`src/rtl/signed_integer_to_radix_digits_defines.svh`:
```
// assertion macros for the radix digit converter
`ifndef SIGNED_INTEGER_TO_RADIX_DIGITS_DEFINES_SVH
`define SIGNED_INTEGER_TO_RADIX_DIGITS_DEFINES_SVH

`ifndef ASSERT_OFF
`define SITRD_ASSERT(lbl, prop) \
  lbl: assert property (@(posedge clk) disable iff (!rst_n) prop) \
    else $error("sitrd assertion failed");
`define SITRD_ASSERT_ALWAYS(lbl, prop) \
  lbl: assert property (@(posedge clk) prop) \
    else $error("sitrd assertion failed");
`else
`define SITRD_ASSERT(lbl, prop)
`define SITRD_ASSERT_ALWAYS(lbl, prop)
`endif

`endif

```
`src/rtl/sitrd_pkg.sv`:
```
// types, constants and the digit table lookup for the radix digit converter
package sitrd_pkg;

  localparam int CHAR_W     = 8;
  localparam int NUM_CHARS  = 16;
  localparam int IDX_W      = 4;
  localparam int IN_W       = 32;
  localparam int CFG_W      = 64;
  localparam int CFG_IDX_W  = 2;
  localparam int BASE_LEN_W = 5;
  localparam int CHUNK_W    = 8;

  typedef logic [CHAR_W-1:0]     char_t;
  typedef logic [IDX_W-1:0]      idx_t;
  typedef logic [CFG_IDX_W-1:0]  cfg_idx_t;
  typedef logic [BASE_LEN_W-1:0] base_len_t;
  typedef logic [CFG_W-1:0]      chars_t;

  localparam cfg_idx_t CFG_BASE_LENGTH = 2'd0;
  localparam cfg_idx_t CFG_CHARS_LOW   = 2'd1;
  localparam cfg_idx_t CFG_CHARS_HIGH  = 2'd2;

  localparam base_len_t RST_BASE_LENGTH = 5'd10;
  localparam chars_t    RST_CHARS_LOW   = 64'h3736353433323130;
  localparam chars_t    RST_CHARS_HIGH  = 64'h0000000000003938;

  localparam char_t CHAR_MINUS = 8'h2D;
  localparam char_t CHAR_PLUS  = 8'h2B;
  localparam char_t CHAR_SPACE = 8'h20;
  localparam char_t CHAR_TILDE = 8'h7E;

  function automatic char_t digit_char(input chars_t lo, input chars_t hi, input idx_t idx);
    logic [2*CFG_W-1:0] tbl;
    tbl = {hi, lo};
    return tbl[{idx, 3'b000} +: CHAR_W];
  endfunction

endpackage

```
`src/rtl/sitrd_val_if.sv`:
```
// input channel: one signed value per item
interface sitrd_val_if;
  logic                          valid;
  logic                          ready;
  logic signed [sitrd_pkg::IN_W-1:0] value;

  modport source (output valid, output value, input ready);
  modport sink   (input valid, input value, output ready);
endinterface

```
`src/rtl/sitrd_chr_if.sv`:
```
// result channel: one text character per item
interface sitrd_chr_if;
  logic                  valid;
  logic                  ready;
  sitrd_pkg::char_t      character;
  logic                  last;

  modport source (output valid, output character, output last, input ready);
  modport sink   (input valid, input character, input last, output ready);
endinterface

```
`src/rtl/signed_integer_to_radix_digits.sv`:
```
// Signed integer to text in a configurable radix. An accepted value is written out most
// significant digit first, with a leading '-' when negative, one character per output item
// and last set on the final one; an invalid digit table gives no output at all. One value is
// handled at a time and in_ch.ready is low while it is in flight. Steps per item: accept, the
// digit table check (one character against the later ones per cycle), then the digits in the
// shared divide-by-radix unit, which retires eight quotient bits a cycle, then the characters
// one by one as the output is taken. An invalid table is dropped after at most the check pass.
`include "signed_integer_to_radix_digits_defines.svh"

module signed_integer_to_radix_digits #(
  parameter int MAX_RADIX   = 16,
  parameter int VALUE_WIDTH = 32
) (
  input  logic                             clk,
  input  logic                             rst_n,
  sitrd_val_if.sink                        in_ch,
  sitrd_chr_if.source                      out_ch,
  input  logic                             cfg_we,
  input  sitrd_pkg::cfg_idx_t              cfg_index,
  input  logic [sitrd_pkg::CFG_W-1:0]      cfg_data
);

  localparam int DW    = (MAX_RADIX > 2) ? $clog2(MAX_RADIX) : 1;
  localparam int STEPS = (VALUE_WIDTH + sitrd_pkg::CHUNK_W - 1) / sitrd_pkg::CHUNK_W;
  localparam int PADW  = STEPS * sitrd_pkg::CHUNK_W;
  localparam int SW    = (STEPS > 1) ? $clog2(STEPS) : 1;
  localparam int DEPTH = VALUE_WIDTH;
  localparam int CW    = $clog2(DEPTH + 1);

  localparam logic [1:0] ST_IDLE  = 2'd0;
  localparam logic [1:0] ST_CHECK = 2'd1;
  localparam logic [1:0] ST_DIV   = 2'd2;
  localparam logic [1:0] ST_EMIT  = 2'd3;

  // configuration
  sitrd_pkg::base_len_t base_length_r, base_length_nxt;
  sitrd_pkg::chars_t    chars_lo_r, chars_lo_nxt;
  sitrd_pkg::chars_t    chars_hi_r, chars_hi_nxt;

  // sequencer and datapath
  logic [1:0]           st_r, st_nxt;
  sitrd_pkg::idx_t      idx_r, idx_nxt;
  logic [SW-1:0]        stp_r, stp_nxt;
  logic [PADW-1:0]      div_r, div_nxt;
  logic [DW-1:0]        rem_r, rem_nxt;
  logic [DW:0]          radix_r, radix_nxt;
  logic                 neg_r, neg_nxt;
  logic [CW-1:0]        cnt_r, cnt_nxt;
  logic [DW-1:0]        stk_r   [DEPTH];
  logic [DW-1:0]        stk_nxt [DEPTH];

  // output register
  logic                 out_valid_r, out_valid_nxt;
  sitrd_pkg::char_t     out_char_r, out_char_nxt;
  logic                 out_last_r, out_last_nxt;

  logic                 in_acc;
  logic                 ld_out;
  logic                 emit_last;
  logic [VALUE_WIDTH-1:0] raw;
  logic [VALUE_WIDTH-1:0] mag;
  logic                 len_ok;
  sitrd_pkg::char_t     cur_c;
  logic                 char_bad;
  logic                 dup;
  logic [DW-1:0]        rem_step;
  logic [sitrd_pkg::CHUNK_W-1:0] qbits;
  logic [sitrd_pkg::CHUNK_W-1:0] chunk;
  logic [DW:0]          trial;
  logic [PADW-1:0]      quot;

  assign in_ch.ready      = (st_r == ST_IDLE);
  assign in_acc           = in_ch.valid && in_ch.ready;
  assign out_ch.valid     = out_valid_r;
  assign out_ch.character = out_char_r;
  assign out_ch.last      = out_last_r;

  assign raw    = in_ch.value[VALUE_WIDTH-1:0];
  assign mag    = raw[VALUE_WIDTH-1] ? (~raw + VALUE_WIDTH'(1)) : raw;
  assign len_ok = (base_length_r >= sitrd_pkg::BASE_LEN_W'(2)) &&
                  (base_length_r <= sitrd_pkg::BASE_LEN_W'(MAX_RADIX));

  // table check: character idx_r against the later characters of the table in use
  always_comb begin
    cur_c    = sitrd_pkg::digit_char(chars_lo_r, chars_hi_r, idx_r);
    char_bad = (cur_c == sitrd_pkg::CHAR_MINUS) || (cur_c == sitrd_pkg::CHAR_PLUS) ||
               (cur_c < sitrd_pkg::CHAR_SPACE) || (cur_c > sitrd_pkg::CHAR_TILDE);
    dup      = 1'b0;
    for (int j = 0; j < sitrd_pkg::NUM_CHARS; j++) begin
      if (((sitrd_pkg::IDX_W + 1)'(j) > {1'b0, idx_r}) &&
          (sitrd_pkg::BASE_LEN_W'(j) < base_length_r) &&
          (sitrd_pkg::digit_char(chars_lo_r, chars_hi_r, sitrd_pkg::IDX_W'(j)) == cur_c)) begin
        dup = 1'b1;
      end
    end
  end

  // shared divide unit: eight restoring steps on the narrow remainder
  always_comb begin
    chunk    = div_r[PADW-1 -: sitrd_pkg::CHUNK_W];
    rem_step = rem_r;
    qbits    = '0;
    trial    = '0;
    for (int k = sitrd_pkg::CHUNK_W - 1; k >= 0; k--) begin
      trial = {rem_step, chunk[k]};
      if (trial >= radix_r) begin
        trial    = trial - radix_r;
        qbits[k] = 1'b1;
      end
      rem_step = trial[DW-1:0];
    end
    quot = (div_r << sitrd_pkg::CHUNK_W) | PADW'(qbits);
  end

  assign ld_out    = (st_r == ST_EMIT) && (!out_valid_r || out_ch.ready);
  assign emit_last = !neg_r && (cnt_r == CW'(1));

  always_comb begin
    base_length_nxt = base_length_r;
    chars_lo_nxt    = chars_lo_r;
    chars_hi_nxt    = chars_hi_r;
    if (cfg_we) begin
      unique case (cfg_index)
        sitrd_pkg::CFG_BASE_LENGTH: base_length_nxt = cfg_data[sitrd_pkg::BASE_LEN_W-1:0];
        sitrd_pkg::CFG_CHARS_LOW:   chars_lo_nxt    = cfg_data;
        sitrd_pkg::CFG_CHARS_HIGH:  chars_hi_nxt    = cfg_data;
        default: ;
      endcase
    end
  end

  always_comb begin
    st_nxt        = st_r;
    idx_nxt       = idx_r;
    stp_nxt       = stp_r;
    div_nxt       = div_r;
    rem_nxt       = rem_r;
    radix_nxt     = radix_r;
    neg_nxt       = neg_r;
    cnt_nxt       = cnt_r;
    stk_nxt       = stk_r;
    out_valid_nxt = out_valid_r;
    out_char_nxt  = out_char_r;
    out_last_nxt  = out_last_r;

    if (out_ch.ready) begin
      out_valid_nxt = 1'b0;
    end

    unique case (st_r)
      ST_IDLE: begin
        if (in_acc) begin
          div_nxt   = PADW'(mag);
          neg_nxt   = raw[VALUE_WIDTH-1];
          radix_nxt = base_length_r[DW:0];
          idx_nxt   = '0;
          stp_nxt   = '0;
          rem_nxt   = '0;
          cnt_nxt   = '0;
          // bad length drops the item right away
          if (len_ok) begin
            st_nxt = ST_CHECK;
          end
        end
      end
      ST_CHECK: begin
        if (char_bad || dup) begin
          st_nxt = ST_IDLE;
        end else if ({1'b0, idx_r} == base_length_r - sitrd_pkg::BASE_LEN_W'(1)) begin
          st_nxt = ST_DIV;
        end
        idx_nxt = idx_r + sitrd_pkg::IDX_W'(1);
      end
      ST_DIV: begin
        div_nxt = quot;
        rem_nxt = rem_step;
        stp_nxt = stp_r + SW'(1);
        if (stp_r == SW'(STEPS - 1)) begin
          // digit done: push it, go on with the quotient
          stk_nxt[0] = rem_step;
          for (int i = 1; i < DEPTH; i++) begin
            stk_nxt[i] = stk_r[i-1];
          end
          cnt_nxt = cnt_r + CW'(1);
          stp_nxt = '0;
          rem_nxt = '0;
          if (quot == '0) begin
            st_nxt = ST_EMIT;
          end
        end
      end
      ST_EMIT: begin
        if (ld_out) begin
          out_valid_nxt = 1'b1;
          if (neg_r) begin
            out_char_nxt = sitrd_pkg::CHAR_MINUS;
            out_last_nxt = 1'b0;
            neg_nxt      = 1'b0;
          end else begin
            out_char_nxt = sitrd_pkg::digit_char(chars_lo_r, chars_hi_r,
                                                 sitrd_pkg::IDX_W'(stk_r[0]));
            out_last_nxt = emit_last;
            for (int i = 0; i < DEPTH - 1; i++) begin
              stk_nxt[i] = stk_r[i+1];
            end
            cnt_nxt = cnt_r - CW'(1);
            if (emit_last) begin
              st_nxt = ST_IDLE;
            end
          end
        end
      end
      default: st_nxt = ST_IDLE;
    endcase
  end

  always_ff @(posedge clk) begin
    if (!rst_n) begin
      base_length_r <= sitrd_pkg::RST_BASE_LENGTH;
      chars_lo_r    <= sitrd_pkg::RST_CHARS_LOW;
      chars_hi_r    <= sitrd_pkg::RST_CHARS_HIGH;
      st_r          <= ST_IDLE;
      idx_r         <= '0;
      stp_r         <= '0;
      cnt_r         <= '0;
      neg_r         <= 1'b0;
      out_valid_r   <= 1'b0;
    end else begin
      base_length_r <= base_length_nxt;
      chars_lo_r    <= chars_lo_nxt;
      chars_hi_r    <= chars_hi_nxt;
      st_r          <= st_nxt;
      idx_r         <= idx_nxt;
      stp_r         <= stp_nxt;
      cnt_r         <= cnt_nxt;
      neg_r         <= neg_nxt;
      out_valid_r   <= out_valid_nxt;
    end
  end

  always_ff @(posedge clk) begin
    div_r      <= div_nxt;
    rem_r      <= rem_nxt;
    radix_r    <= radix_nxt;
    stk_r      <= stk_nxt;
    out_char_r <= out_char_nxt;
    out_last_r <= out_last_nxt;
  end

  // remainder of the running division never reaches the radix
  `SITRD_ASSERT(a_rem_below_radix, (st_r == ST_DIV) |-> ({1'b0, rem_r} < radix_r))
  // while characters go out there is always a digit left to send
  `SITRD_ASSERT(a_emit_has_digit, (st_r == ST_EMIT) |-> (cnt_r != '0))
  // the final character of an item returns the sequencer to idle
  `SITRD_ASSERT(a_last_to_idle, (ld_out && emit_last) |=> (st_r == ST_IDLE))
  // a minus sign is never the end of the text
  `SITRD_ASSERT(a_sign_not_last,
    (out_valid_r && (out_char_r == sitrd_pkg::CHAR_MINUS) && !out_last_r && (st_r == ST_EMIT))
      |-> (cnt_r != '0))
  // digit stack never overflows
  `SITRD_ASSERT_ALWAYS(a_cnt_range, !rst_n || (cnt_r <= CW'(DEPTH)))

endmodule

```
`src/flat_wrapper.sv`:
```
// flat-port wrapper written by rule: the top's interface ports become plain ports
module signed_integer_to_radix_digits_flat 
#(
  parameter int MAX_RADIX   = 16,
  parameter int VALUE_WIDTH = 32
)
  (clk, rst_n, cfg_we, cfg_index, cfg_data, in_ch_valid, in_ch_value, in_ch_ready, out_ch_valid, out_ch_character, out_ch_last, out_ch_ready);
  sitrd_val_if in_ch_i ();
  sitrd_chr_if out_ch_i ();
  input  logic clk;
  input  logic rst_n;
  input  logic cfg_we;
  input  sitrd_pkg::cfg_idx_t cfg_index;
  input  logic [sitrd_pkg::CFG_W-1:0] cfg_data;
  input wire logic [$bits(in_ch_i.valid)-1:0] in_ch_valid;
  input wire logic [$bits(in_ch_i.value)-1:0] in_ch_value;
  output wire logic [$bits(in_ch_i.ready)-1:0] in_ch_ready;
  output wire logic [$bits(out_ch_i.valid)-1:0] out_ch_valid;
  output wire logic [$bits(out_ch_i.character)-1:0] out_ch_character;
  output wire logic [$bits(out_ch_i.last)-1:0] out_ch_last;
  input wire logic [$bits(out_ch_i.ready)-1:0] out_ch_ready;
  assign in_ch_i.valid = in_ch_valid;
  assign in_ch_i.value = in_ch_value;
  assign in_ch_ready = in_ch_i.ready;
  assign out_ch_valid = out_ch_i.valid;
  assign out_ch_character = out_ch_i.character;
  assign out_ch_last = out_ch_i.last;
  assign out_ch_i.ready = out_ch_ready;
  signed_integer_to_radix_digits #(.MAX_RADIX(MAX_RADIX), .VALUE_WIDTH(VALUE_WIDTH)) u_core (.clk(clk), .rst_n(rst_n), .in_ch(in_ch_i), .out_ch(out_ch_i), .cfg_we(cfg_we), .cfg_index(cfg_index), .cfg_data(cfg_data));
endmodule
```
`config.mk`:
```
export PLATFORM = sky130hd
export DESIGN_NAME = signed_integer_to_radix_digits_flat
export DESIGN_NICKNAME = d
export VERILOG_FILES = /design/src/rtl/sitrd_pkg.sv /design/src/rtl/sitrd_val_if.sv /design/src/rtl/sitrd_chr_if.sv /design/src/rtl/signed_integer_to_radix_digits.sv /design/src/flat_wrapper.sv
export VERILOG_INCLUDE_DIRS = /design/src /design/src/rtl
export SDC_FILE = /design/constraint.sdc
export NUM_CORES = 1
export LEC_CHECK = 0
export BUFFER_PORTS_ARGS = -buffer_cell sky130_fd_sc_hd__buf_4
export CORE_ASPECT_RATIO = 0.75
export CORE_MARGIN = 2
export CORE_UTILIZATION = 45
export CTS_BUF_LIST = sky130_fd_sc_hd__clkbuf_4
export DETAILED_ROUTE_END_ITERATION = 16
export PLACE_DENSITY = 0.7
export REMOVE_ABC_BUFFERS = 1
export SYNTH_ARGS = -nofsm -noshare
export SYNTH_HDL_FRONTEND = slang
export SYNTH_SLANG_ARGS = --single-unit
export TNS_END_PERCENT = 50
```
`constraint.sdc`:
```
create_clock -name clk -period 15.5 [get_ports clk]
set_input_delay 2.325 -clock clk [delete_from_list [all_inputs] [get_ports clk]]
set_output_delay 2.325 -clock clk [all_outputs]
set_load 0.005 [all_outputs]
```
Yosys cells after proc, flatten, opt, wreduce, memory -nomap -nowiden

Cells that the tools add are included.

Bits in registers: 327
Bits of input ports: 103
Output and inout port bits: 11
Logic and storage cells: 266

Add/sub/neg operators: 14
Order comparisons: 42
Eq/ne operators: 33
Shifts and indexed selects: 2
Mux-type cells: 66
Bitwise gates (word level): 2
Reductions and logical operators: 61

Operators by type and width:

| kind                    | count |
|---|---|
| $shiftx A128 B8 Y8      | 2 |
| $mux W124               | 2 |
| $pmux W124 S2           | 1 |
| $mux W128               | 1 |
| $eq A8 B8 Y1            | 15 |
| $mux W32                | 2 |
| $pmux W32 S2            | 1 |
| $ge A5 B5 Y1            | 8 |
| $lt A4 B5 Y1 const A    | 8 |
| $mux W4                 | 10 |
| $logic_and A1 B1 Y1     | 34 |
| $add A32 B1 Y32 const B | 1 |
| $gt A4 B4 Y1 const A    | 8 |
| $logic_not A32 Y1       | 1 |
| $not A32 Y32            | 1 |
| $or A32 B8 Y32          | 1 |
| $sub A4 B4 Y4           | 8 |
| $mux W1                 | 28 |
| $mux W6                 | 4 |
| $mux W2                 | 11 |
| $lt A3 B5 Y1 const A    | 4 |
| $pmux W6 S3             | 1 |
| $eq A8 B6 Y1 const B    | 2 |
| $gt A3 B4 Y1 const A    | 4 |
| other kinds (34)        | 62 |

Longest topological paths before layout

Depth in word-level cells: 21
Gate-level depth with buffers: 77
Depth with buffers taken out: 75

Worst setup path after synthesis

Ideal clock, no wire load.

Path kind: flip-flop to flip-flop
Start point: register u_core.radix_r[1]
End point: register u_core.st_r[0]
Library setup time: 0.079 ns
Data arrival time: 13.699 ns
Data required time: 15.421 ns
Path slack: 1.722 ns
Cell stages (with the launch flop): 75
Path buffers: 2
Period minus slack after synthesis: 13.778 ns
Cells stage by stage: edfxtp_1 inv_1 ha_1 a21o_1 a21o_1 a31o_2 a21o_1 a21o_1 mux2_2 inv_1 ha_1 nor2b_1 o21ai_0 a31oi_1 o21ai_0 nand2b_1 clkbuf_1 o21ai_0 (+39 left out) o21ai_0 nand2b_1 a31o_2 a21o_1 a21o_1 o21ai_0 inv_1 ha_1 nor2b_1 o21ai_0 nand2b_1 a31o_2 a21o_1 a21o_1 or3_1 nor4_1 o21ai_0 o211ai_1

Cells in the longest elaborated chain, start to end: 20
Elaborated cells between the ends (all ways): 34
Those cells by class: add/sub: 7; order compare: 8; eq/ne: 1; mux: 15; bitwise: 1; reduce/logical: 2

Ends and longest elaborated chain:

| what                                                 | RTL line                                                                     | text |
|---|---|---|
| start, declared                                      | signed_integer_to_radix_digits.sv:46                                         | `logic [DW:0] radix_r, radix_nxt;` |
| start signal, assigned                               | signed_integer_to_radix_digits.sv:244                                        | `radix_r <= radix_nxt;` |
| $sub A4 B4 Y4 / $ge A5 B5 Y1 (equally long branches) | signed_integer_to_radix_digits.sv:107, signed_integer_to_radix_digits.sv:106 |  |
| $mux W4                                              | signed_integer_to_radix_digits.sv:106                                        | `if (trial >= radix_r) begin` |
| $sub A4 B4 Y4 / $ge A5 B5 Y1 (equally long branches) | signed_integer_to_radix_digits.sv:107, signed_integer_to_radix_digits.sv:106 |  |
| $mux W4                                              | signed_integer_to_radix_digits.sv:106                                        |  |
| $sub A4 B4 Y4 / $ge A5 B5 Y1 (equally long branches) | signed_integer_to_radix_digits.sv:107, signed_integer_to_radix_digits.sv:106 |  |
| $mux W4                                              | signed_integer_to_radix_digits.sv:106                                        |  |
| $ge A5 B5 Y1 / $sub A4 B4 Y4 (equally long branches) | signed_integer_to_radix_digits.sv:106, signed_integer_to_radix_digits.sv:107 |  |
| $mux W4                                              | signed_integer_to_radix_digits.sv:106                                        |  |
| (+4 left out)                                        | --                                                                           |  |
| $sub A4 B4 Y4 / $ge A5 B5 Y1 (equally long branches) | signed_integer_to_radix_digits.sv:107, signed_integer_to_radix_digits.sv:106 |  |
| $mux W4                                              | signed_integer_to_radix_digits.sv:106                                        |  |
| $ge A5 B5 Y1                                         | signed_integer_to_radix_digits.sv:106                                        |  |
| $mux W1                                              | signed_integer_to_radix_digits.sv:106                                        |  |
| $or A32 B8 Y32 *                                     | signed_integer_to_radix_digits.sv:112                                        | `quot = (div_r << sitrd_pkg::CHUNK_W) \| PADW'(qbits);` |
| $logic_not A32 Y1 *                                  | signed_integer_to_radix_digits.sv:187                                        | `if (quot == '0) begin` |
| $ne A2 B1 Y1 (no line) *                             | --                                                                           |  |
| $reduce_and A8 Y1 (no line) *                        | --                                                                           |  |
| end signal, assigned                                 | signed_integer_to_radix_digits.sv:232                                        | `st_r <= st_nxt;` |
| end, declared                                        | signed_integer_to_radix_digits.sv:41                                         | `logic [1:0] st_r, st_nxt;` |

Mark *: on every way between the ends. The rest lies on a longest branch, timed or not.
A chain may end at the register's enable or synchronous reset.

Final worst setup path

Start point: register u_core.radix_r[2]
End point: register u_core.st_r[0]

Cells in the longest elaborated chain, start to end: 20
Elaborated cells between the ends (all ways): 34
Those cells by class: add/sub: 7; order compare: 8; eq/ne: 1; mux: 15; bitwise: 1; reduce/logical: 2

Ends and longest elaborated chain:

| what                                                 | RTL line |
|---|---|
| $sub A4 B4 Y4 / $ge A5 B5 Y1 (equally long branches) | signed_integer_to_radix_digits.sv:107, signed_integer_to_radix_digits.sv:106 |
| $mux W4                                              | signed_integer_to_radix_digits.sv:106 |
| $sub A4 B4 Y4 / $ge A5 B5 Y1 (equally long branches) | signed_integer_to_radix_digits.sv:107, signed_integer_to_radix_digits.sv:106 |
| $mux W4                                              | signed_integer_to_radix_digits.sv:106 |
| $ge A5 B5 Y1 / $sub A4 B4 Y4 (equally long branches) | signed_integer_to_radix_digits.sv:106, signed_integer_to_radix_digits.sv:107 |
| $mux W4                                              | signed_integer_to_radix_digits.sv:106 |
| $sub A4 B4 Y4 / $ge A5 B5 Y1 (equally long branches) | signed_integer_to_radix_digits.sv:107, signed_integer_to_radix_digits.sv:106 |
| $mux W4                                              | signed_integer_to_radix_digits.sv:106 |
| (+4 left out)                                        | -- |
| $ge A5 B5 Y1 / $sub A4 B4 Y4 (equally long branches) | signed_integer_to_radix_digits.sv:106, signed_integer_to_radix_digits.sv:107 |
| $mux W4                                              | signed_integer_to_radix_digits.sv:106 |
| $ge A5 B5 Y1                                         | signed_integer_to_radix_digits.sv:106 |
| $mux W1                                              | signed_integer_to_radix_digits.sv:106 |
| $or A32 B8 Y32 *                                     | signed_integer_to_radix_digits.sv:112 |
| $logic_not A32 Y1 *                                  | signed_integer_to_radix_digits.sv:187 |
| $ne A2 B1 Y1 (no line) *                             | -- |
| $reduce_and A8 Y1 (no line) *                        | -- |

Marks and branches as above.

==> summary.md <==
| Metric | Value |
|---|---|
| Outcome | `completed` |
| Worst-margin pin slew | `1.26 ns` |
| Chip width | `244 um` |
| Final Max Slew Viols | `0` |
| Synth Instances | `2,082` |
| Post-synth EDFFs | `178` |
| Die height | `184 um` |
| Fmax | `69.5 MHz` |
| Register area share after synthesis | `0.427` |
| Hold Path Stages | `0` |
| Post-Syn Area per Cell | `9.36 um2` |
| CP endpoint kind | `flip-flop` |
| Critical setup path kind | `flip-flop to flip-flop` |
| Top-area cell type share of the netlist area | `0.274` |
| Final #Nets | `2,321` |
| I/O pins | `114` |
| CTS root buffer | `clkbuf_4` |
| Via count | `16,100` |
| Core region area | `43,000 um2` |
| Global route overflow | `0` |
| Max-cap violations | `0` |
| Post-synthesis async set-or-reset flop share | `0` |
| Largest cells by area after synthesis | `edfxtp_1, dfxtp_1, nand2_1, mux4_2, nand3_1` |
| Startpoint type of the worst setup path | `flip-flop` |
| Overall Global Routing Usage | `0.234` |
| PD cells | `165 nW/um2` |
| Num Clock Sinks | `327` |
| Post-Route WL | `52.7 mm` |
| Worst Slack Setup Final | `1.11 ns` |
| Clk slew on worst S/H paths | `0.07 ns` |
| Worst path max stage delay | `0.41 ns` |
| Final hold vios | `0` |
| Clk_skew | `0.0805 ns` |
| DRT antenna net count | `0` |
| Dominant cell type by area after synthesis | `edfxtp_1` |
| DP Wirelength | `35.2 mm` |
| Warnings, synthesis | `0` |
| Type of the most critical hold path | `flip-flop to flip-flop` |
| Largest net degree at the start of global routing | `128` |
| Pre-CTS WS | `0.745 ns` |
| CP dominant cell by count | `a21o_1` |
| Crit Reg-Reg Startpoint | `u_core.radix_r[2]` |
| First-pass GRT wire length | `83.2 mm` |
| Slew headroom | `0.163` |
| Maximum vdd drop | `235 uV` |
| GP Congestion | `0.924` |
| Placed cell area | `20,500 um2` |
| Drt first pass iters | `6` |
| Deepest clock path buffer count | `3` |
| Fin cells | `2,809` |
| First DRT Iteration DRCs | `1,712` |
| H-tree levels | `3` |
| Worst reg2reg setup slack | `1.11 ns` |
| Min Tclk post-route | `14.39 ns` |
| Fraction of layout cells with a size suffix above 1 | `0.187` |
| Hold Buf Count CTS | `0` |
| Residual DRC | `0` |
| Synth Cell Area | `19,500 um2` |
| I/O Buffers | `113` |
| Cts bufs inserted | `85` |
| Unrepaired setup endpoints after global routing | `false` |
| Worst path arrival time | `15.14 ns` |
| Synth Register Bits | `327` |
| Crit path launch | `u_core.radix_r[2]` |
| Yosys cell types | `89` |
| End of the worst hold path | `u_core.stk_r[1]` |
| Row count | `66` |
| Register-to-Register Path Depth | `71` |
| Clock latency on the worst-skew pair | `0.83 ns` |
| TritonCTS clock tree | `yes` |
| Starting density of the core | `0.453` |
| Final setup viols | `0` |
| Setup_tns | `0 ns` |
| DP Cell Count | `2,651` |
| Worst Path Required | `16.25 ns` |
| Fin crit share | `0.928` |
| Dominant synthesized flop cell | `edfxtp_1` |
| Worst-path fanout max | `9` |
| Total power | `3.58 mW` |
| Initial antenna violation count | `5` |
| Area growth, synth to finish | `11.0%` |
| Reg-to-reg endpoint | `u_core.st_r[0]` |
| Hold Crit Start | `u_core.stk_r[5]` |
| Avg Vias per Cell | `5.72` |
| Die area | `45,000 um2` |
| Fill count | `3,952` |
| Leak | `8.59 nW` |
| Vias in the first global route | `15,300` |
| Worst path slowest cell | `or3_1` |
| DR WL/cell | `18.8 um` |
| Fin area | `21,600 um2` |
-- cell families after synthesis --
logic type      after synthesis  synth area share
simple gates                928             0.210
flops                       327             0.427
compound gates              295            0.0937
buf+inv                     188            0.0475
xor+xnor                    171            0.0768
mux                         115             0.105
fa+ha+maj                    58            0.0403
-- cell usage after synthesis, drive strengths merged (21+ instances only) --
cell / count
a21oi: 118
buf: 45
clkbuf: 101
dfxtp: 149
edfxtp: 178
ha: 50
inv: 41
mux2i: 33
mux4: 65
nand2: 581
nand3: 177
nand4: 21
nor2: 39
nor3: 22
o21ai: 79
xnor2: 81
xor2: 90
-- how the worst max path moves through the flow --
stage	slack, ns	cells after the start	endpoint
after floorplan	1.85	72	u_core.st_r[0]
after global placement	1.00	71	u_core.st_r[0]
after detailed placement	0.74	71	u_core.st_r[0]
after CTS	0.67	71	u_core.st_r[0]
after global routing	0.02	71	u_core.st_r[0]
final	1.11	71	u_core.st_r[0]
-- placed cells by master, fill, tap and decap left out, types with 27 or more instances in the layout --
master / netlist / final
xor2_1: 90 / 90
mux2i_1: 27 / 27
nand3_1: 177 / 177
xnor2_1: 81 / 81
inv_1: 39 / 36
buf_4: 3 / 137
edfxtp_1: 178 / 178
a21oi_1: 117 / 117
o21ai_0: 67 / 65
nor2_1: 38 / 37
nand2_1: 581 / 580
clkbuf_4: 0 / 132
mux4_2: 63 / 63
ha_1: 50 / 49
dfxtp_1: 149 / 145
-- flip-flops by register name, summed over array words and instances, names as in the netlist, 2 cells and up, named ones only --
| register | flops |
|---|---|
| u_core.stk_r | 128 |
| u_core.radix_r | 5 |
| u_core.out_ch.character | 8 |
| u_core.chars_hi_r | 64 |
| u_core.base_length_r | 5 |
| u_core.stp_r | 2 |
| u_core.div_r | 32 |
| u_core.rem_r | 4 |
| u_core.idx_r | 4 |
| u_core.cnt_r | 6 |
| u_core.chars_lo_r | 64 |
-- where the power goes --
part / switching, mW / internal (mW)
Clock: 0.365 / 0.388
Sequential: 0.0326 / 0.950
Combinational: 0.985 / 0.860
Total: 1.38 / 2.20
-- worst max-delay path: cells and delay by family, from the launching register on --
kind	cells	cell delay [ns]
AO/OA/AOI/OAI	34	6.85
multiplexers	5	1.70
buffers and inverters	8	0.71
flip-flops	1	0.37
AND/OR/NAND/NOR	16	2.56
adder cells (fa/ha/maj)	8	2.10
-- what timing repair did --
item	4_1_cts	5_1_grt
resized for setup	0	5
setup endpoints to repair	0	1
buffers inserted	0	0
-- per-layer routing --
layer,vias to the layer above,part of all wire,track usage
met4,2,0.030,0.0920
met2,672,0.44,0.348
met1,7727,0.44,0.326
met3,114,0.087,0.0606
met5,-,0.0010,0
li1,7549,-,-
-- stage by stage --
step / util / hold slack (ns)
2_1_floorplan: - / 0.426
3_3_place_gp: 0.477 / 0.442
3_5_place_dp: 0.477 / 0.451
6_report: 0.503 / 0.465
5_1_grt: 0.503 / 0.487
4_1_cts: 0.502 / 0.467
-- final cells by class --
type / count / area [um2] / share of cell area
diodes: 7 / 17.5 / 0.000809
clock buffers: 132 / 991 / 0.0458
clock inverters: 19 / 97.6 / 0.00451
inverters: 42 / 165 / 0.00763
multi-input cells: 1567 / 10300 / 0.475
flip-flops and latches: 327 / 8330 / 0.385
well taps: 578 / 723 / 0.0334
repair buffers: 137 / 1030 / 0.0475
Power figures use the tool's default switching activity.
